<file path="src/rtl/pipr_pkg.sv">
// shared types and constants for the ray-crossing point-in-polygon block
package pipr_pkg;

	// width of the result stream data, one flag padded to a byte
	localparam int OUT_TDATA_W = 8;

	// edge classification codes
	typedef enum logic [4:0] {
		CODE_MISS  = 5'd0,
		CODE_CROSS = 5'd1,
		CODE_OVER  = 5'd2,
		CODE_EXT   = 5'd3,
		CODE_T10   = 5'd10,
		CODE_T11   = 5'd11,
		CODE_T12   = 5'd12,
		CODE_T20   = 5'd20,
		CODE_T21   = 5'd21,
		CODE_T22   = 5'd22
	} code_t;

	// sign of an orientation test
	typedef struct packed {
		logic neg;
		logic zero;
	} sgn_t;

	// coordinate compares taken alongside the products
	typedef struct packed {
		logic degenerate;
		sgn_t y3_sign;
		sgn_t y4_sign;
		logic px_gt_x3;
		logic px_gt_x4;
		logic p_is_e3;
		logic p_is_e4;
		logic r_is_e3;
		logic r_is_e4;
		logic p_in_edge_box;
		logic r_in_edge_box;
		logic e3_in_ray_box;
		logic e4_in_ray_box;
		logic first;
		logic last;
	} geo_flags_t;

	// classified edge handed to the parity stage
	typedef struct packed {
		code_t code;
		logic  px_gt_min;
		logic  first;
		logic  last;
	} cls_t;

endpackage

</file>
<file path="src/rtl/pipr_parity.sv">
// crossing parity, touch pairing, decided flag and result register
module pipr_parity (
	input  logic           clk,
	input  logic           arst_n,
	input  logic           valid,
	input  pipr_pkg::cls_t cls,
	input  logic           out_ready,
	output logic           take,
	output logic           out_valid,
	output logic           out_inside
);

	typedef enum logic [1:0] {
		TOUCH_NONE = 2'd0,
		TOUCH_CW   = 2'd1,
		TOUCH_CCW  = 2'd2
	} touch_t;

	logic   par_q, dec_q, out_valid_q, out_inside_q;
	touch_t pend_q;
	logic   par_d, dec_d;
	touch_t pend_d;

	// a last edge needs the result register free or draining
	assign take       = valid && (!cls.last || !out_valid_q || out_ready);
	assign out_valid  = out_valid_q;
	assign out_inside = out_inside_q;

	always_comb begin
		par_d  = cls.first ? 1'b0 : par_q;
		dec_d  = cls.first ? 1'b0 : dec_q;
		pend_d = cls.first ? TOUCH_NONE : pend_q;
		if (!dec_d) begin
			case (cls.code)
				pipr_pkg::CODE_OVER: begin
					if (cls.px_gt_min)
						dec_d = 1'b1;
				end
				pipr_pkg::CODE_CROSS: par_d = !par_d;
				pipr_pkg::CODE_T20, pipr_pkg::CODE_T21,
				pipr_pkg::CODE_T22, pipr_pkg::CODE_T12: dec_d = 1'b1;
				pipr_pkg::CODE_T10: begin
					if (pend_d == TOUCH_CCW) begin
						par_d  = !par_d;
						pend_d = TOUCH_NONE;
					end else begin
						pend_d = TOUCH_CW;
					end
				end
				pipr_pkg::CODE_T11: begin
					if (pend_d == TOUCH_CW) begin
						par_d  = !par_d;
						pend_d = TOUCH_NONE;
					end else begin
						pend_d = TOUCH_CCW;
					end
				end
				default: ;
			endcase
		end
	end

	always_ff @(posedge clk or negedge arst_n) begin
		if (!arst_n) begin
			par_q        <= 1'b0;
			dec_q        <= 1'b0;
			pend_q       <= TOUCH_NONE;
			out_valid_q  <= 1'b0;
			out_inside_q <= 1'b0;
		end else begin
			if (take) begin
				par_q  <= par_d;
				dec_q  <= dec_d;
				pend_q <= pend_d;
			end
			if (take && cls.last) begin
				out_valid_q  <= 1'b1;
				out_inside_q <= par_d && !dec_d;
			end else if (out_ready) begin
				out_valid_q <= 1'b0;
			end
		end
	end

endmodule

</file>
<file path="config.mk">
export PLATFORM = sky130hd
export DESIGN_NAME = pipr_parity
export DESIGN_NICKNAME = d
export VERILOG_FILES = /design/src/rtl/pipr_pkg.sv /design/src/rtl/pipr_parity.sv
export SDC_FILE = /design/constraint.sdc
export NUM_CORES = 1
export LEC_CHECK = 0
export ABC_AREA = 1
export BUFFER_PORTS_ARGS = -buffer_cell sky130_fd_sc_hd__buf_2
export CORE_AREA = 2 2 39 41
export DETAILED_ROUTE_END_ITERATION = 8
export DIE_AREA = 0 0 41 43
export PLACE_DENSITY = 0.76
export REMOVE_ABC_BUFFERS = 1
export SYNTH_ARGS = -nofsm -noshare
export SYNTH_HDL_FRONTEND = slang
export SYNTH_SLANG_ARGS = --single-unit
</file>
<file path="constraint.sdc">
create_clock -name clk -period 1.1 [get_ports clk]
set_input_delay 0 -clock clk [delete_from_list [all_inputs] [get_ports clk]]
set_output_delay 0 -clock clk [all_outputs]
set_load 0.03 [all_outputs]
</file>
==> out/results.ini, run 1 <==
[finish]
antenna_cells_inserted = 0
finish.net_count = 116
utilization_after_layout = 0.536
final_cells = 118
final_layout_size_suffix_gt1_frac = 0.441
layout.cells.most_common_list = sky130_fd_sc_hd__nand2_1, sky130_fd_sc_hd__buf_2, sky130_fd_sc_hd__nand3_1
syn_to_final_growth_pct = 46.1
postLayoutCellArea_um2 = 742
mostFrequentLayoutCell = sky130_fd_sc_hd__nand2_1
layout.filler_cells = 149

[floorplanning]
ios = 15
die_area_um2 = 1760
die_h_um = 43
floorplan.core_area_um2 = 1380
rows = 14
initial_utilization = 0.367
die_w_um = 41

[detailed_routing]
dr.first_iter.drc_count = 14
detail_route.vias_per_cell = 4.91
ant_nets = 0
routed_wirelength_um = 1320
dr.pass1.iters = 4
post_drt_wl_per_cell_um = 11.2
detailroute.via_count = 579
drc = 0

[global_routing]
first_global_vias = 528
grt_max_degree = 9
first_pass_grt_wire_length_um = 2040
grt-ovfl-total = 0
grt_antenna_before_repair = 0
global_route.usage.total = 0.166

[placement]
detailedPlace.worstSlack_ns = -0.0128
placed_cells_incl_taps = 108
finalWeightedCongestion = 0.757
port_buffers = 14
dp_hpwl_um = 989
instance_area_at_placement_um2 = 613

[worst_setup_path]
max_stage_delay_ns = 0.44
capture_instance_of_the_worst_register_to_register_path = out_inside
cpMostUsedCell = sky130_fd_sc_hd__nand2_1
crit_path_top_delay_cell = sky130_fd_sc_hd__dfrtp_2
setup.worst_path.end_class = flop
critPathRequiredTime_ns = 1.28
worst_setup_path_start_kind = flop
reg2reg_slack_ns = -0.03
critPathCapture = out_inside
worstPathArrival_ns = 1.30
rr_worst_depth = 9
setup.worst_path.start = pend_q[0]
worstPathCellList = inv_2 > nand3_2 > nand2_1 > nand3_1 > nand2_1 > inv_1 > nand2_1 > nand3_1 > nand2_1
worstReg2RegStart = pend_q[0]
maximum_fanout_along_the_worst_path = 5
worst-setup-path-type = reg2reg

[logic_synthesis]
seq_area_frac_synth = 0.296
yosys-top-cells-area = sky130_fd_sc_hd__dfrtp_1, sky130_fd_sc_hd__nand2_1, sky130_fd_sc_hd__nand3_1, sky130_fd_sc_hd__inv_1, sky130_fd_sc_hd__nor2_1
mappedNetlistArea_um2 = 508
ys_warn_count = 0
yosysUniqueCellTypes = 17
post_synth_inst_count = 76
yosys.area.top_type_share = 0.296
synth-seq-cells = 6
synth_area_leader_cell = sky130_fd_sc_hd__dfrtp_1
post_synth.cell_area_avg_um2 = 6.68

[power_and_ir_drop]
internal_power_uw = 493
netSwitchingPower_uw = 253
cellLeakagePower_uw = 0.000397
post-layout-total-power_uw = 746
comb_power_share = 0.352
pwr-share-clk = 0.261
proportion_of_power_drawn_by_flip_flops_and_latches = 0.387
power.share.switching = 0.339
power-per-cell-area_nw_per_um2 = 1000
worst_ir_drop_vdd_mv = 0.587

[hold_path]
hold_removal_path_class = in2reg

[clocking]
cts_num_sinks = 6
cts_made_buffers = 3
tritoncts = done
cts-htree-levels = 1
clk_path_buf_depth = 2
root_buffer = sky130_fd_sc_hd__clkbuf_4
clk-insertion-delay-late_ns = 0.24
clk_pin_slew_ns = 0.04

[timing]
timing.slew.headroom = 0.869
finalClockSkew_ns = 0.00191
timing.final.ws_setup_ns = -0.0260
min_period_ns = 1.13
rsz0062_at_grt = yes
fmax_ghz = 0.888
layout_worst_path_cycle_share = 1.02
setup_violations = 4
finalHoldViolations = 0
worst_pin_slew_ns = 0.196
timing.final.max_slew_violations = 0

[run_status]
failed_checks = negative setup slack
outcome = finished with violations

[job]
max_cap_viol_count = 0

## logic make-up after synthesis
group | after synthesis | synth area share
AOI/OAI and AO/OA | 6 | 0.103
and+or+nand+nor | 51 | 0.505
DFF | 6 | 0.296
buffers and inverters | 13 | 0.0961
## synthesized netlist by cell type
| cell | count |
|---|---|
| sky130_fd_sc_hd__a21oi_1 | 1 |
| sky130_fd_sc_hd__a31oi_1 | 2 |
| sky130_fd_sc_hd__nand3b_4 | 1 |
| sky130_fd_sc_hd__nand3_2 | 1 |
| sky130_fd_sc_hd__nor2_2 | 1 |
| sky130_fd_sc_hd__dfrtp_1 | 6 |
| sky130_fd_sc_hd__a21oi_2 | 1 |
| sky130_fd_sc_hd__inv_2 | 3 |
| sky130_fd_sc_hd__nor2_4 | 1 |
| sky130_fd_sc_hd__nand3_1 | 14 |
| sky130_fd_sc_hd__a31oi_4 | 1 |
| sky130_fd_sc_hd__nand2_1 | 19 |
| sky130_fd_sc_hd__nand2_2 | 2 |
| sky130_fd_sc_hd__o21ai_0 | 1 |
| sky130_fd_sc_hd__nand4_1 | 4 |
| sky130_fd_sc_hd__inv_1 | 10 |
| sky130_fd_sc_hd__nor2_1 | 8 |
## power groups by stage
stage                     logic, µW  clock network (µW)  registers, µW
after detailed placement        201                   0            280
final                           262                 195            288
after CTS                       232                 202            278
after global routing            289                 224            292
after global placement          195                   0            278
after floorplan                 114                   0            291
## layout make-up
class,count,area [µm²],area share
Multi-Input combinational cell,57,335,0.452
Sequential cell,6,153,0.206
Timing Repair Buffer,23,163,0.219
Tap cell,16,20.0,0.0270
Inverter,13,48.8,0.0658
Clock buffer,3,22.5,0.0304
## sequential cells by signal (all words and copies together), names as in the netlist
register / flops
pend_q: 2
out_valid: 1
dec_q: 1
out_inside: 1
par_q: 1
## per-layer routing
layer,global-route usage,up-vias,routed length [µm]
met5,0,-,0
met4,0.0867,0,22
met3,0.0105,2,31
met2,0.269,15,671
met1,0.207,259,596
li1,-,303,-
## what timing repair did
action	4_1_cts	5_1_grt
gates cloned	0	0
hold buffers	1	0
pin swaps	3	4
gates resized for setup	4	9
setup buffers	3	3
setup endpoints to repair	3	5
endpoints found under the hold margin	6	0
## through the flow
stage	setup TNS (ns)	hold slack, ns
3_3_place_gp	0	-0.171
4_1_cts	-0.0784	0.0446
2_1_floorplan	-0.883	-0.296
3_5_place_dp	-0.0128	-0.173
6_report	-0.0399	0.0445
5_1_grt	-0.482	0.0624
## critical path, delay by kind of cell, from the launching register on
kind,cells,cell delay [ns]
buffers and inverters,2,0.12
DFF,1,0.44
and+or+nand+nor,7,0.52
## worst min-delay path by stage
stage	from	end	slack, ns	cells past startpoint
6_report	out_ready	out_valid	0.04	4
5_1_grt	cls[0]	out_valid	0.06	3
4_1_cts	out_ready	out_valid	0.04	4
3_5_place_dp	arst_n	dec_q	-0.17	1
3_3_place_gp	arst_n	out_valid	-0.17	1
2_1_floorplan	arst_n	dec_q	-0.30	0
Note: power is estimated with default switching activity, not from simulation.
==> inputs of run 2 (changes only) <==
--- a/config.mk
+++ b/config.mk
@@ -10,7 +10,6 @@
 export CORE_AREA = 2 2 39 41
 export DETAILED_ROUTE_END_ITERATION = 8
 export DIE_AREA = 0 0 41 43
-export PLACE_DENSITY = 0.76
 export REMOVE_ABC_BUFFERS = 1
 export SYNTH_ARGS = -nofsm -noshare
 export SYNTH_HDL_FRONTEND = slang
==> out/results.ini, run 2 (synthesized netlist as in run 1, its figures left out) <==
[run_status]
outcome = finished with violations
failed_checks = negative setup slack

[clocking]
cts_made_buffers = 3
cts_num_sinks = 6
root_buffer = sky130_fd_sc_hd__clkbuf_4
clk_pin_slew_ns = 0.04
clk_path_buf_depth = 2
cts-htree-levels = 1
tritoncts = done
clk-insertion-delay-late_ns = 0.24

[floorplanning]
die_h_um = 43
die_w_um = 41
floorplan.core_area_um2 = 1380
ios = 15
die_area_um2 = 1760
initial_utilization = 0.367
rows = 14

[placement]
dp_hpwl_um = 917
detailedPlace.worstSlack_ns = -0.00250
port_buffers = 14
finalWeightedCongestion = 0.764
placed_cells_incl_taps = 108

[hold_path]
hold_removal_path_class = in2reg

[timing]
setup_violations = 1
fmax_ghz = 0.908
min_period_ns = 1.10
final.setup.tns_ns = -0.00119
rsz0062_at_grt = yes
layout_worst_path_cycle_share = 1.00
worst_pin_slew_ns = 0.191
finalHoldViolations = 0
finalClockSkew_ns = 0.00370
timing.final.ws_setup_ns = -0.00119
timing.slew.headroom = 0.872
timing.final.max_slew_violations = 0

[global_routing]
first_pass_grt_wire_length_um = 1850
global_route.usage.total = 0.152
grt_antenna_before_repair = 0
grt-ovfl-total = 0
grt_max_degree = 9
first_global_vias = 485

[finish]
layout.filler_cells = 148
finish.net_count = 114
antenna_cells_inserted = 0
final_layout_size_suffix_gt1_frac = 0.390
register_containing_the_most_flip_flops_in_the_final_layout = pend_q
mostFrequentLayoutCell = sky130_fd_sc_hd__nand2_1
final_cells = 116
utilization_after_layout = 0.512
layout.cells.most_common_list = sky130_fd_sc_hd__nand2_1, sky130_fd_sc_hd__nand3_1, sky130_fd_sc_hd__buf_2
largest_register_ff_count = 2
syn_to_final_growth_pct = 39.4

[detailed_routing]
ant_nets = 0
detailroute.via_count = 557
detail_route.vias_per_cell = 4.80
dr.first_iter.drc_count = 3
drc = 0
dr.pass1.iters = 4
routed_wirelength_um = 1150
post_drt_wl_per_cell_um = 9.87

[worst_setup_path]
cp_num_buf_inv = 2
cpMostUsedCell = sky130_fd_sc_hd__buf_6
setup.worst_path.end_class = output pin
worst-setup-path-type = reg2out
critPathRequiredTime_ns = 1.10
worst_setup_path_start_kind = flop
worstPathCellList = a31oi_4 > buf_6 > buf_6
crit_path_top_delay_cell = sky130_fd_sc_hd__dfrtp_1
timing.critical_path.max_delay_family = flip-flops
maximum_fanout_along_the_worst_path = 6
max_stage_delay_ns = 0.41
worstPathArrival_ns = 1.10

[power_and_ir_drop]
cellLeakagePower_uw = 0.000387
power-per-cell-area_nw_per_um2 = 1000
worst_ir_drop_vdd_mv = 0.738

[job]
max_cap_viol_count = 0

run 2: where the power goes:
group	internal [µW]	switching, µW	total [µW]
Sequential	251	30.6	281
Clock	123	67.2	190
Combinational	103	134	237
run 2: stage by stage:
step                instance area (µm²)  hold WS, ns  power, µW
global route                        708       0.0786        762
CTS                                 678       0.0562        700
floorplan                           508       -0.296        405
global placement                    613       -0.170        476
detailed placement                  613       -0.171        480
finish                              708       0.0561        708
run 2: repair_timing:
action / in CTS / in global routing
resized for setup: 3 / 7
endpoints found under the setup margin: 3 / 5
buffers inserted: 3 / 1
pin swaps: 2 / 1
hold buffers: 1 / 0
hold endpoints to repair: 6 / 0
run 2: worst paths after layout:
check	from	to	slack, ns	depth (start not counted)
hold reg to reg	out_inside	out_inside	0.49	2
max in group asynchronous	arst_n	pend_q[1]	0.83	2
hold / removal	out_ready	out_valid	0.06	4
setup / recovery	out_valid	take	-0.001	3
setup reg to reg	pend_q[0]	out_inside	-0.001	9
min in group asynchronous	arst_n	out_inside	0.11	2
run 2: routing by layer:
layer  global-route usage  up-vias  wire length [µm]
li1                     -      300                 -
met1                0.189      246               509
met2                0.225       11               576
met3               0.0419        0                58
met4               0.0867        0                 0
met5                    0        -                 0
run 2: worst min-delay path: stages:
cell and delay (ns):
sky130_fd_sc_hd__buf_2 0.08, sky130_fd_sc_hd__inv_1 0.06, sky130_fd_sc_hd__nand2_1 0.06, sky130_fd_sc_hd__nand2_1 0.05
run 2: cell type report:
| type | instances | area (µm²) | share of cell area |
|---|---|---|---|
| Timing Repair Buffer | 21 | 143 | 0.201 |
| Multi-Input combinational cell | 57 | 323 | 0.456 |
| Clock buffer | 3 | 22.5 | 0.0318 |
| Sequential cell | 6 | 151 | 0.214 |
| Tap cell | 16 | 20.0 | 0.0283 |
| Inverter | 13 | 48.8 | 0.0689 |
