==> src/rtl/pipr_pkg.sv <==
// shared types and constants for the ray-crossing point-in-polygon block
package pipr_pkg;

	// width of the result stream data, one flag padded to a byte
	localparam int OUT_TDATA_W = 8;

	// edge classification codes
	typedef enum logic [4:0] {
		CODE_MISS  = 5'd0,
		CODE_CROSS = 5'd1,
		CODE_OVER  = 5'd2,
		CODE_EXT   = 5'd3,
		CODE_T10   = 5'd10,
		CODE_T11   = 5'd11,
		CODE_T12   = 5'd12,
		CODE_T20   = 5'd20,
		CODE_T21   = 5'd21,
		CODE_T22   = 5'd22
	} code_t;

	// sign of an orientation test
	typedef struct packed {
		logic neg;
		logic zero;
	} sgn_t;

	// coordinate compares taken alongside the products
	typedef struct packed {
		logic degenerate;
		sgn_t y3_sign;
		sgn_t y4_sign;
		logic px_gt_x3;
		logic px_gt_x4;
		logic p_is_e3;
		logic p_is_e4;
		logic r_is_e3;
		logic r_is_e4;
		logic p_in_edge_box;
		logic r_in_edge_box;
		logic e3_in_ray_box;
		logic e4_in_ray_box;
		logic first;
		logic last;
	} geo_flags_t;

	// classified edge handed to the parity stage
	typedef struct packed {
		code_t code;
		logic  px_gt_min;
		logic  first;
		logic  last;
	} cls_t;

endpackage

==> src/rtl/pipr_classify.sv <==
// orientation signs and edge classification, registered
module pipr_classify #(
	parameter int COORD_WIDTH = 32
) (
	input  logic                                clk,
	input  logic                                en,
	input  logic signed [2*(COORD_WIDTH+2)-1:0] prod_a,
	input  logic signed [2*(COORD_WIDTH+2)-1:0] prod_b,
	input  logic signed [2*(COORD_WIDTH+2)-1:0] prod_c,
	input  pipr_pkg::geo_flags_t                flags,
	output pipr_pkg::cls_t                      cls_s3
);

	localparam int DiffW = 2 * (COORD_WIDTH + 2) + 1;

	logic signed [DiffW-1:0] d341, d342;
	pipr_pkg::sgn_t          s341, s342, r123, r124;
	pipr_pkg::code_t         code_d;

	// touch of a vertex on the other segment's line
	function automatic pipr_pkg::code_t touch(input logic at_end, input logic in_box,
			input pipr_pkg::sgn_t turn, input pipr_pkg::code_t end_code,
			input pipr_pkg::code_t pos_code, input pipr_pkg::code_t neg_code);
		pipr_pkg::code_t c;
		if (at_end)
			c = end_code;
		else if (turn.zero)
			c = pipr_pkg::CODE_OVER;
		else if (!in_box)
			c = pipr_pkg::CODE_EXT;
		else if (!turn.neg)
			c = pos_code;
		else
			c = neg_code;
		return c;
	endfunction

	function automatic logic opposite(input pipr_pkg::sgn_t a, input pipr_pkg::sgn_t b);
		return !a.zero && !b.zero && (a.neg != b.neg);
	endfunction

	assign d341 = DiffW'(prod_a) - DiffW'(prod_b);
	assign d342 = DiffW'(prod_a) - DiffW'(prod_c);

	assign s341.zero = d341 == '0;
	assign s341.neg  = d341[DiffW-1];
	assign s342.zero = d342 == '0;
	assign s342.neg  = d342[DiffW-1];

	// the ray is horizontal and points right, so its tests reduce to y compares
	assign r123 = flags.y3_sign;
	assign r124 = flags.y4_sign;

	always_comb begin
		if (flags.degenerate)
			code_d = (r123.zero || r124.zero) ? pipr_pkg::CODE_CROSS : pipr_pkg::CODE_MISS;
		else if (opposite(r123, r124) && opposite(s341, s342))
			code_d = pipr_pkg::CODE_CROSS;
		else if (r123.zero && r124.zero && flags.px_gt_x4)
			code_d = pipr_pkg::CODE_MISS;
		else if (s341.zero)
			code_d = touch(flags.p_is_e3 || flags.p_is_e4, flags.p_in_edge_box, s342,
				pipr_pkg::CODE_T22, pipr_pkg::CODE_T20, pipr_pkg::CODE_T21);
		else if (s342.zero)
			code_d = touch(flags.r_is_e3 || flags.r_is_e4, flags.r_in_edge_box, s341,
				pipr_pkg::CODE_T22, pipr_pkg::CODE_T20, pipr_pkg::CODE_T21);
		else if (r123.zero)
			code_d = touch(flags.p_is_e3 || flags.r_is_e3, flags.e3_in_ray_box, r124,
				pipr_pkg::CODE_T12, pipr_pkg::CODE_T10, pipr_pkg::CODE_T11);
		else if (r124.zero)
			code_d = touch(flags.p_is_e4 || flags.r_is_e4, flags.e4_in_ray_box, r123,
				pipr_pkg::CODE_T12, pipr_pkg::CODE_T10, pipr_pkg::CODE_T11);
		else
			code_d = pipr_pkg::CODE_MISS;
	end

	always_ff @(posedge clk) begin
		if (en) begin
			cls_s3.code      <= code_d;
			cls_s3.px_gt_min <= flags.px_gt_x3;
			cls_s3.first     <= flags.first;
			cls_s3.last      <= flags.last;
		end
	end

endmodule

==> config.mk <==
export PLATFORM = sky130hd
export DESIGN_NAME = pipr_classify
export DESIGN_NICKNAME = d
export VERILOG_FILES = /design/src/rtl/pipr_pkg.sv /design/src/rtl/pipr_classify.sv
export SDC_FILE = /design/constraint.sdc
export NUM_CORES = 1
export LEC_CHECK = 0
export ABC_AREA = 1
export BUFFER_PORTS_ARGS = -buffer_cell sky130_fd_sc_hd__buf_2
export CAP_MARGIN = 20
export CORE_MARGIN = 4
export CORE_UTILIZATION = 43
export DETAILED_ROUTE_END_ITERATION = 12
export GPL_ROUTABILITY_DRIVEN = 0
export PLACE_DENSITY = 0.63
export REMOVE_ABC_BUFFERS = 1
export SLEW_MARGIN = 10
export SYNTH_ARGS = -nofsm -noshare
export SYNTH_HDL_FRONTEND = slang
export SYNTH_SLANG_ARGS = --single-unit
export TNS_END_PERCENT = 20
==> constraint.sdc <==
create_clock -name clk -period 2.6 [get_ports clk]
set_input_delay 0.52 -clock clk [delete_from_list [all_inputs] [get_ports clk]]
set_output_delay 0.52 -clock clk [all_outputs]
set_load 0.01 [all_outputs]
==> results of run 1 <==
[worst paths after layout]
check                            endpoint  slack, ns  depth (start not counted)
hold / removal        cls_s3[2]$_DFFE_PP_       0.46                          1
setup / recovery  cls_s3[5]$_SDFFCE_PP0P_      -0.92                         23
[metrics by stage]
| stage | power, mW | instances |
|---|---|---|
| after CTS | 5.217 | 4156 |
| after global routing | 6.365 | 4181 |
| after floorplan | 2.444 | 3072 |
| after global placement | 4.171 | 4130 |
| final | 6.016 | 4181 |
| after detailed placement | 4.230 | 4130 |
[power breakdown]
group / internal, mW / switching (mW) / total, mW
Clock: 0.199 / 0.0631 / 0.262
Combinational: 2.33 / 3.27 / 5.60
Sequential: 0.155 / 0.00256 / 0.157
Total: 2.68 / 3.34 / 6.02
[layer usage]
| layer | vias up | GRT usage | wire (um) |
|---|---|---|---|
| met5 | - | 0 | 0 |
| met4 | 0 | 0.2242 | 7143 |
| met3 | 521 | 0.04959 | 8396 |
| met2 | 1538 | 0.6205 | 34010 |
| met1 | 10210 | 0.4212 | 25970 |
| li1 | 10500 | - | - |
[repair_timing]
item                                    in CTS  in global routing
endpoints found under the setup margin       5                  5
cloned                                       1                  0
hold buffers                                 0                  0
resized for setup                          545                454
setup buffers                               22                 23
pin swaps                                  111                231
[cell usage in the layout (no fill, tap or decap), types with 18 or more instances in the layout]
| master | instances |
|---|---|
| ha_1 | 25 |
| buf_4 | 428 |
| a21oi_1 | 72 |
| nand4_1 | 35 |
| ha_4 | 110 |
| nand2_4 | 56 |
| nor2_4 | 63 |
| nand2_2 | 235 |
| o21bai_1 | 18 |
| nand3_2 | 30 |
| a21oi_2 | 65 |
| inv_2 | 101 |
| nor2_1 | 156 |
| nor2_2 | 99 |
| buf_2 | 195 |
| nand3_1 | 130 |
| o21ai_0 | 28 |
| inv_1 | 687 |
| nand2_1 | 1007 |
| buf_6 | 28 |
[kinds of logic (layout without fill, tap and decap cells)]
kind of cell,count (synthesis),after routing,synth area share
AND/OR/NAND/NOR,1878,1879,0.5462
buffers and inverters,802,1466,0.2136
AO/OA/AOI/OAI,221,221,0.08560
adder cells (fa/ha/maj),136,136,0.1208
XOR/XNOR,27,27,0.01678
flip-flops,8,8,0.01705
other,0,2,0
[final cells by class]
class	count	share of cell area
Antenna cell	2	0.0002167
Clock buffer	3	0.003251
Inverter	802	0.1311
Multi-Input combinational cell	2263	0.6310
Sequential cell	8	0.01040
Tap cell	442	0.02395
Timing Repair Buffer	661	0.2000
==> flow_metrics.tcl, run 1 <==
set metrics [dict create \
    status "complete, but fails checks" \
    failed_checks "setup timing" \
    multi_input_area_um2 14570 \
    fin_nets 4098 \
    overflow 0 \
    final-setup-viol-count 5 \
    top_register "cls_s3" \
    yosysTopAreaCell "nand2_1" \
    slew_headroom 0.6750 \
    critPathArrivalTime_ns 3.50 \
    syn-cell-area_um2 14090 \
    port_buffers 230 \
    p_per_area_nw_per_um2 260.5 \
    cts_buffer_depth 2 \
    fin_ws_ns -0.9245 \
    die_h_um 189.0 \
    cts_tree "built" \
    cts_buffers 3 \
    crit_start "prod_c[9]" \
    cp_cell_sequence "buf_2 -> inv_2 -> ha_4 -> nand2_4 -> inv_2 -> nand2_2 -> nand2_2 -> buf_4 -> inv_1 -> nand3_2 -> nand2_1 -> nand2_2 -> buf_4 -> xnor2_1 -> nand4_1 -> nor2_2 -> nand3b_1 -> nor2_4 -> nand2_4 -> nand2_2 -> nand2_2 -> o21ai_2 -> a21oi_2" \
    stdcell_area_um2 23090 \
    die-area_um2 35730 \
    max_stage_delay_ns 0.25 \
    rsz0062_at_grt "true" \
    vias 22770 \
    pre_cts_ws_ns -1.197 \
    hold_path_startpoint "flags[11]" \
    ys_seq_area_frac 0.01705 \
    synth_area_leaders "nand2_1 34%, inv_1 21%, ha_1 12%" \
    die_w_um 189.0 \
    fp-row-count 66 \
    path_buf_inv 6 \
    tightest_slew_ns 0.4824 \
    crit_fanout 5 \
    grt_max_degree 9 \
    cp_common_cell "nand2_2" \
    detail-route-antenna-nets 0 \
    cts.sinks 8 \
    antenna_found_initial 2 \
    io_pins 231 \
    routedWlPerCell_um 18.06 \
    grt_pass1_vias 21030 \
    synth_cells 3072 \
    vias_per_cell 5.447 \
    nFillCells 2575 \
    yosys_warnings 0 \
    drtIter0Drc 2344 \
    cp-end-kind "flop" \
    reg_top3 "cls_s3 (8)" \
    holdWs_ns 0.4631 \
    post-route-util 0.7116 \
    fin_crit_sh 1.356 \
    yosysMostFrequentCell "nand2_1" \
    crit_path_top_delay_cell "ha_4" \
    grt_usage 0.3600 \
    syn_to_final_growth_pct 63.89 \
    leakagePower_nw 13.29 \
    hp-class "primary input to flop" \
    ys_types 38 \
    routed_wl_um 75520 \
    grt_first_pass_wirelength_um 104400 \
    initial_core_util 0.4342 \
    placed_area_um2 18710 \
    crit_family "simple AND/OR/NAND/NOR gates" \
    crit_path_start_kind "primary input" \
    core_area_um2 32450 \
    synth_edf_count 8 \
    htree_levels 1 \
    avgSynthCellArea_um2 4.587 \
    yosys_register_bits 8 \
    vdd_drop_max_uv 191.9 \
    drc 0 \
    largest_reg_flops 8 \
    dr.pass1.iters 7 \
    worstSetupPathType "primary input to flop" \
    finalCriticalPeriod_ns 3.524 \
    synth_top_area_frac 0.3434 \
    maxSlewViolCount 0 \
    async_flop_share 0 \
    worstPathRequired_ns 2.58 \
    dpl.hpwl_um 56380 \
    max_freq_ghz 0.2837 \
    register_area_um2 240.2 \
    clockRootBuffer "clkbuf_16" \
    finalHoldViolCount 0 \
    path_clk_slew_ns 0.04 \
    synth-main-ff-cell "edfxtp_1" \
    ys_top_cells_by_count "1289 x nand2_1, 774 x inv_1, 293 x nor2_1" \
    fin_setup_tns_ns -4.233 \
    timing.max_cap.violations 0 \
    final_layout_size_suffix_gt1_frac 0.3974 \
]
No activity file was read; power rests on OpenSTA's default activity.
==> inputs of run 2 (changes only) <==
--- a/config.mk
+++ b/config.mk
@@ -13,6 +13,7 @@
 export DETAILED_ROUTE_END_ITERATION = 12
 export GPL_ROUTABILITY_DRIVEN = 0
 export PLACE_DENSITY = 0.63
+export RECOVER_POWER = 50
 export REMOVE_ABC_BUFFERS = 1
 export SLEW_MARGIN = 10
 export SYNTH_ARGS = -nofsm -noshare
==> flow_metrics.tcl, run 2 (same netlist as run 1, synthesis figures left out) <==
set metrics [dict create \
    tightest_slew_ns 0.4680 \
    clockRootBuffer "clkbuf_16" \
    dpl.hpwl_um 56380 \
    routedWlPerCell_um 18.05 \
    port_buffers 230 \
    cts_buffer_depth 2 \
    path_clk_slew_ns 0.04 \
    crit_family "simple AND/OR/NAND/NOR gates" \
    layout.cells.non_filler 4181 \
    htree_levels 1 \
    hp-class "primary input to flop" \
    critPathArrivalTime_ns 3.50 \
    hold_path_startpoint "flags[11]" \
    vdd_drop_max_uv 191.9 \
    max_stage_delay_ns 0.25 \
    grt_first_pass_wirelength_um 104400 \
    fin_nets 4098 \
    final-setup-viol-count 5 \
    finalHoldViolCount 0 \
    register_area_um2 240.2 \
    slew_headroom 0.6847 \
    fin_ws_ns -0.9201 \
    crit_path_start_kind "primary input" \
    layout_common_cells "1007 x nand2_1, 687 x inv_1, 428 x buf_4, 235 x nand2_2, 194 x buf_2" \
    path_buf_inv 6 \
    final_layout_size_suffix_gt1_frac 0.3971 \
    dr.pass1.iters 7 \
    grt_pass1_vias 21030 \
    vias_per_cell 5.442 \
    status "complete, but fails checks" \
    drc 0 \
    antenna_found_initial 2 \
    multi_input_area_um2 14570 \
    drtIter0Drc 2343 \
    post-route-util 0.7115 \
    hold_path_end "cls_s3[2]$_DFFE_PP_" \
    cts_tree "built" \
    maxSlewViolCount 0 \
    postCtsHoldBufs 0 \
    timing.max_cap.violations 0 \
    crit_path_top_delay_cell "ha_4" \
    grt_usage 0.3600 \
    max_freq_ghz 0.2841 \
    p_per_area_nw_per_um2 260.5 \
    final_common_cell "nand2_1" \
    fin_setup_tns_ns -4.212 \
    grt_max_degree 9 \
    placed_area_um2 18710 \
    detail-route-antenna-nets 0 \
    cts.sinks 8 \
    cts_buffers 3 \
    die_w_um 189.0 \
    top_register "cls_s3" \
    min_path_cells 1 \
    io_pins 231 \
    initial_core_util 0.4342 \
    leakagePower_nw 13.29 \
    overflow 0 \
    fp-row-count 66 \
    die-area_um2 35730 \
    rsz0062_at_grt "true" \
    routed_wl_um 75450 \
    stdcell_area_um2 23090 \
    die_h_um 189.0 \
    cp-end-kind "flop" \
    worstSetupPathType "primary input to flop" \
    vias 22750 \
    failed_checks "setup timing" \
    finalCriticalPeriod_ns 3.520 \
    place_inst 4130 \
    largest_reg_flops 8 \
    crit_fanout 5 \
    cp_common_cell "nand2_2" \
    critical_path_depth 23 \
    worstPathRequired_ns 2.58 \
    nFillCells 2576 \
    cp_cell_sequence "buf_2 -> inv_2 -> ha_4 -> nand2_4 -> inv_2 -> nand2_2 -> nand2_2 -> buf_4 -> inv_1 -> nand3_2 -> nand2_1 -> nand2_2 -> buf_4 -> xnor2_1 -> nand4_1 -> nor2_2 -> nand3b_1 -> nor2_4 -> nand2_4 -> nand2_2 -> nand2_2 -> o21ai_2 -> a21oi_2" \
    core_area_um2 32450 \
    fin_crit_sh 1.354 \
    reg_top3 "cls_s3 (8)" \
    syn_to_final_growth_pct 63.88 \
]
-- run 2: changes by cell type in the layout (fill, tap and decap cells not counted) --
| cell | previous run | this run |
|---|---|---|
| buf_2 | 195 | 194 |
| clkbuf_1 | 0 | 1 |
-- run 2: repair_timing --
action                     CTS  global route
setup endpoints to repair    5             5
pin swaps                  111           231
gates resized for setup    545           454
cloned                       1             0
setup buffers               22            23
hold endpoints to repair     0             0
-- run 2: through the flow --
stage	worst slack [ns]	power (mW)	hold WS, ns
3_3_place_gp	-1.138	4.171	0.6969
2_1_floorplan	-0.1972	2.444	0.6189
3_5_place_dp	-1.197	4.230	0.6986
4_1_cts	-0.4911	5.217	0.4598
5_1_grt	-0.9509	6.365	0.4661
6_report	-0.9201	6.015	0.4631
-- run 2: area by class of cell --
| cell class | instances | area share |
|---|---|---|
| repair buffers | 661 | 0.2000 |
| diodes | 2 | 0.0002167 |
| flip-flops and latches | 8 | 0.01040 |
| clock buffers | 3 | 0.003251 |
| multi-input cells | 2263 | 0.6311 |
| well taps | 442 | 0.02395 |
| inverters | 802 | 0.1311 |
-- run 2: how the worst max path moves through the flow --
stage	from	slack, ns	end
after floorplan	prod_c[1]	-0.20	cls_s3[5]$_SDFFCE_PP0P_
after global placement	prod_a[17]	-1.14	cls_s3[3]$_DFFE_PP_
after detailed placement	prod_a[9]	-1.20	cls_s3[5]$_SDFFCE_PP0P_
after CTS	prod_a[4]	-0.49	cls_s3[5]$_SDFFCE_PP0P_
after global routing	prod_c[9]	-0.95	cls_s3[5]$_SDFFCE_PP0P_
final	prod_c[9]	-0.92	cls_s3[5]$_SDFFCE_PP0P_
-- run 2: metal layers --
metal / wire (um) / global-route usage / part of all wire / up-vias
li1: - / - / - / 10500
met4: 7126 / 0.2242 / 0.094 / 0
met3: 8240 / 0.04959 / 0.11 / 526
met5: 0 / 0 / 0 / -
met1: 26060 / 0.4212 / 0.35 / 10200
met2: 34030 / 0.6205 / 0.45 / 1524
-- run 2: where the power goes --
| group | switching, mW | total, mW | internal (mW) |
|---|---|---|---|
| Combinational | 3.27 | 5.60 | 2.33 |
| Clock | 0.0631 | 0.262 | 0.199 |
| Sequential | 0.00256 | 0.157 | 0.155 |
==> inputs of run 3 (changes only) <==
--- a/config.mk
+++ b/config.mk
@@ -12,10 +12,9 @@
 export CORE_UTILIZATION = 43
 export DETAILED_ROUTE_END_ITERATION = 12
 export GPL_ROUTABILITY_DRIVEN = 0
-export PLACE_DENSITY = 0.63
+export PLACE_DENSITY = 0.61
 export RECOVER_POWER = 50
 export REMOVE_ABC_BUFFERS = 1
-export SLEW_MARGIN = 10
 export SYNTH_ARGS = -nofsm -noshare
 export SYNTH_HDL_FRONTEND = slang
 export SYNTH_SLANG_ARGS = --single-unit
==> constraint.sdc (replaced) <==
create_clock -name clk -period 3.3 [get_ports clk]
set_input_delay 0.66 -clock clk [delete_from_list [all_inputs] [get_ports clk]]
set_output_delay 0.66 -clock clk [all_outputs]
set_load 0.01 [all_outputs]
==> flow_metrics.tcl, run 3 (same netlist as run 1, synthesis figures left out) <==
set metrics [dict create \
    final_common_cell "nand2_1" \
    switchingPower_mw 2.269 \
    fin_total_pwr_mw 4.104 \
    fin_crit_sh 1.040 \
    tightest_slew_ns 0.4419 \
    initial_core_util 0.4342 \
    finalHoldViolCount 0 \
    layout_common_cells "1166 x nand2_1, 756 x inv_1, 360 x buf_4, 227 x buf_2, 209 x nor2_1" \
    cp-end-kind "flop" \
    top_register "cls_s3" \
    failed_checks "setup timing" \
    overflow 0 \
    vdd_drop_max_uv 153.7 \
    core_area_um2 32450 \
    crit_path_start_kind "primary input" \
    dpl.hpwl_um 56120 \
    power.internal_mw 1.835 \
    vias 21240 \
    status "complete, but fails checks" \
    routedWlPerCell_um 16.01 \
    syn_to_final_growth_pct 48.55 \
    detail-route-antenna-nets 0 \
    clockRootBuffer "clkbuf_16" \
    path_clk_slew_ns 0.04 \
    cts_buffers 3 \
    drtIter0Drc 1878 \
    maxSlewViolCount 0 \
    slew_headroom 0.7054 \
    grt_max_degree 10 \
    hp-class "primary input to flop" \
    fin_ws_ns -0.1312 \
    reg_top3 "cls_s3 (8)" \
    worstPathRequired_ns 3.28 \
    rsz0062_at_grt "true" \
    io_pins 231 \
    die-area_um2 35730 \
    p_clk_frac 0.050 \
    fin_nets 4035 \
    grt_first_pass_wirelength_um 95960 \
    vias_per_cell 5.156 \
    fin_setup_tns_ns -0.4950 \
    max_freq_ghz 0.2914 \
    grt_usage 0.3327 \
    grt_pass1_vias 19540 \
    routed_wl_um 65930 \
    die_w_um 189.0 \
    final_layout_size_suffix_gt1_frac 0.2950 \
    cts.sinks 8 \
    htree_levels 1 \
    largest_reg_flops 8 \
    place_inst 4093 \
    antenna_found_initial 2 \
    power_frac_seq 0.030 \
    port_buffers 230 \
    switching_share 0.5528 \
    timing.max_cap.violations 0 \
    die_h_um 189.0 \
    dr.pass1.iters 9 \
    fp-row-count 66 \
    p_per_area_nw_per_um2 196.1 \
    postCtsHoldBufs 0 \
    cts_tree "built" \
    worstSetupPathType "primary input to flop" \
    comb_power_share 0.920 \
    cts_buffer_depth 2 \
    critPathArrivalTime_ns 3.41 \
    drc 0 \
    crit_fanout 6 \
    final-setup-viol-count 5 \
    finalCriticalPeriod_ns 3.431 \
    leakagePower_nw 12.65 \
    layout.cells.non_filler 4119 \
]
==> run 3: metal layers <==
layer,part of all wire,global-route usage,up-vias
li1,-,-,10380
met1,0.39,0.4138,9590
met2,0.47,0.5836,1008
met3,0.079,0.02046,263
met4,0.063,0.1640,0
met5,0,0,-
==> run 3: power groups by stage <==
stage | clock (mW) | combinational (mW) | sequential, mW
6_report | 0.205 | 3.78 | 0.124
5_1_grt | 0.216 | 4.09 | 0.124
4_1_cts | 0.205 | 3.33 | 0.124
3_5_place_dp | 0 | 3.14 | 0.125
3_3_place_gp | 0 | 3.10 | 0.125
2_1_floorplan | 0 | 1.79 | 0.130
==> run 3: what timing repair did <==
action / 4_1_cts / 5_1_grt
resized for setup: 174 / 320
buffers inserted: 2 / 17
pin swaps: 25 / 81
cloned: 0 / 1
endpoints found under the setup margin: 5 / 5
==> run 3: metrics by stage <==
step	setup WS, ns	hold slack, ns	area (um2)	utilization
global placement	-0.5476	0.8373	18440	0.5682
CTS	-0.003880	0.5983	19420	0.5983
detailed placement	-0.5553	0.8387	18440	0.5682
finish	-0.1312	0.6041	20930	0.6450
global route	-0.2534	0.6018	20930	0.6449
floorplan	0.3628	0.7589	14090	-
==> run 3: final cells by class <==
type	instances	area, um2
sequential	8	240.2
antenna	3	7.507
clock buffer	3	75.07
multi-input combinational	2263	13070
fill	3108	11520
inverter	802	3010
timing repair buffer	598	3973
tap	442	553.0
==> run 3: critical path: stages <==
cell	delay [ns]
buf_2	0.13
buf_4	0.14
ha_4	0.28
nand2_4	0.11
inv_1	0.04
nand2_1	0.08
nand2_1	0.10
a21oi_2	0.23
nor2_1	0.07
nor2_2	0.15
nand2_4	0.09
a21oi_2	0.13
nand3_1	0.15
nor2_2	0.15
nand4_1	0.24
nor2_4	0.20
nand3_4	0.15
nand3_4	0.14
nand2_2	0.06
inv_2	0.05
a21oi_2	0.04
==> run 3: path summary, 6_finish.rpt <==
path / startpoint / cells past startpoint / to / slack [ns]
min: flags[11] / 1 / cls_s3[2]$_DFFE_PP_ / 0.60
max: prod_a[17] / 21 / cls_s3[3]$_DFFE_PP_ / -0.13
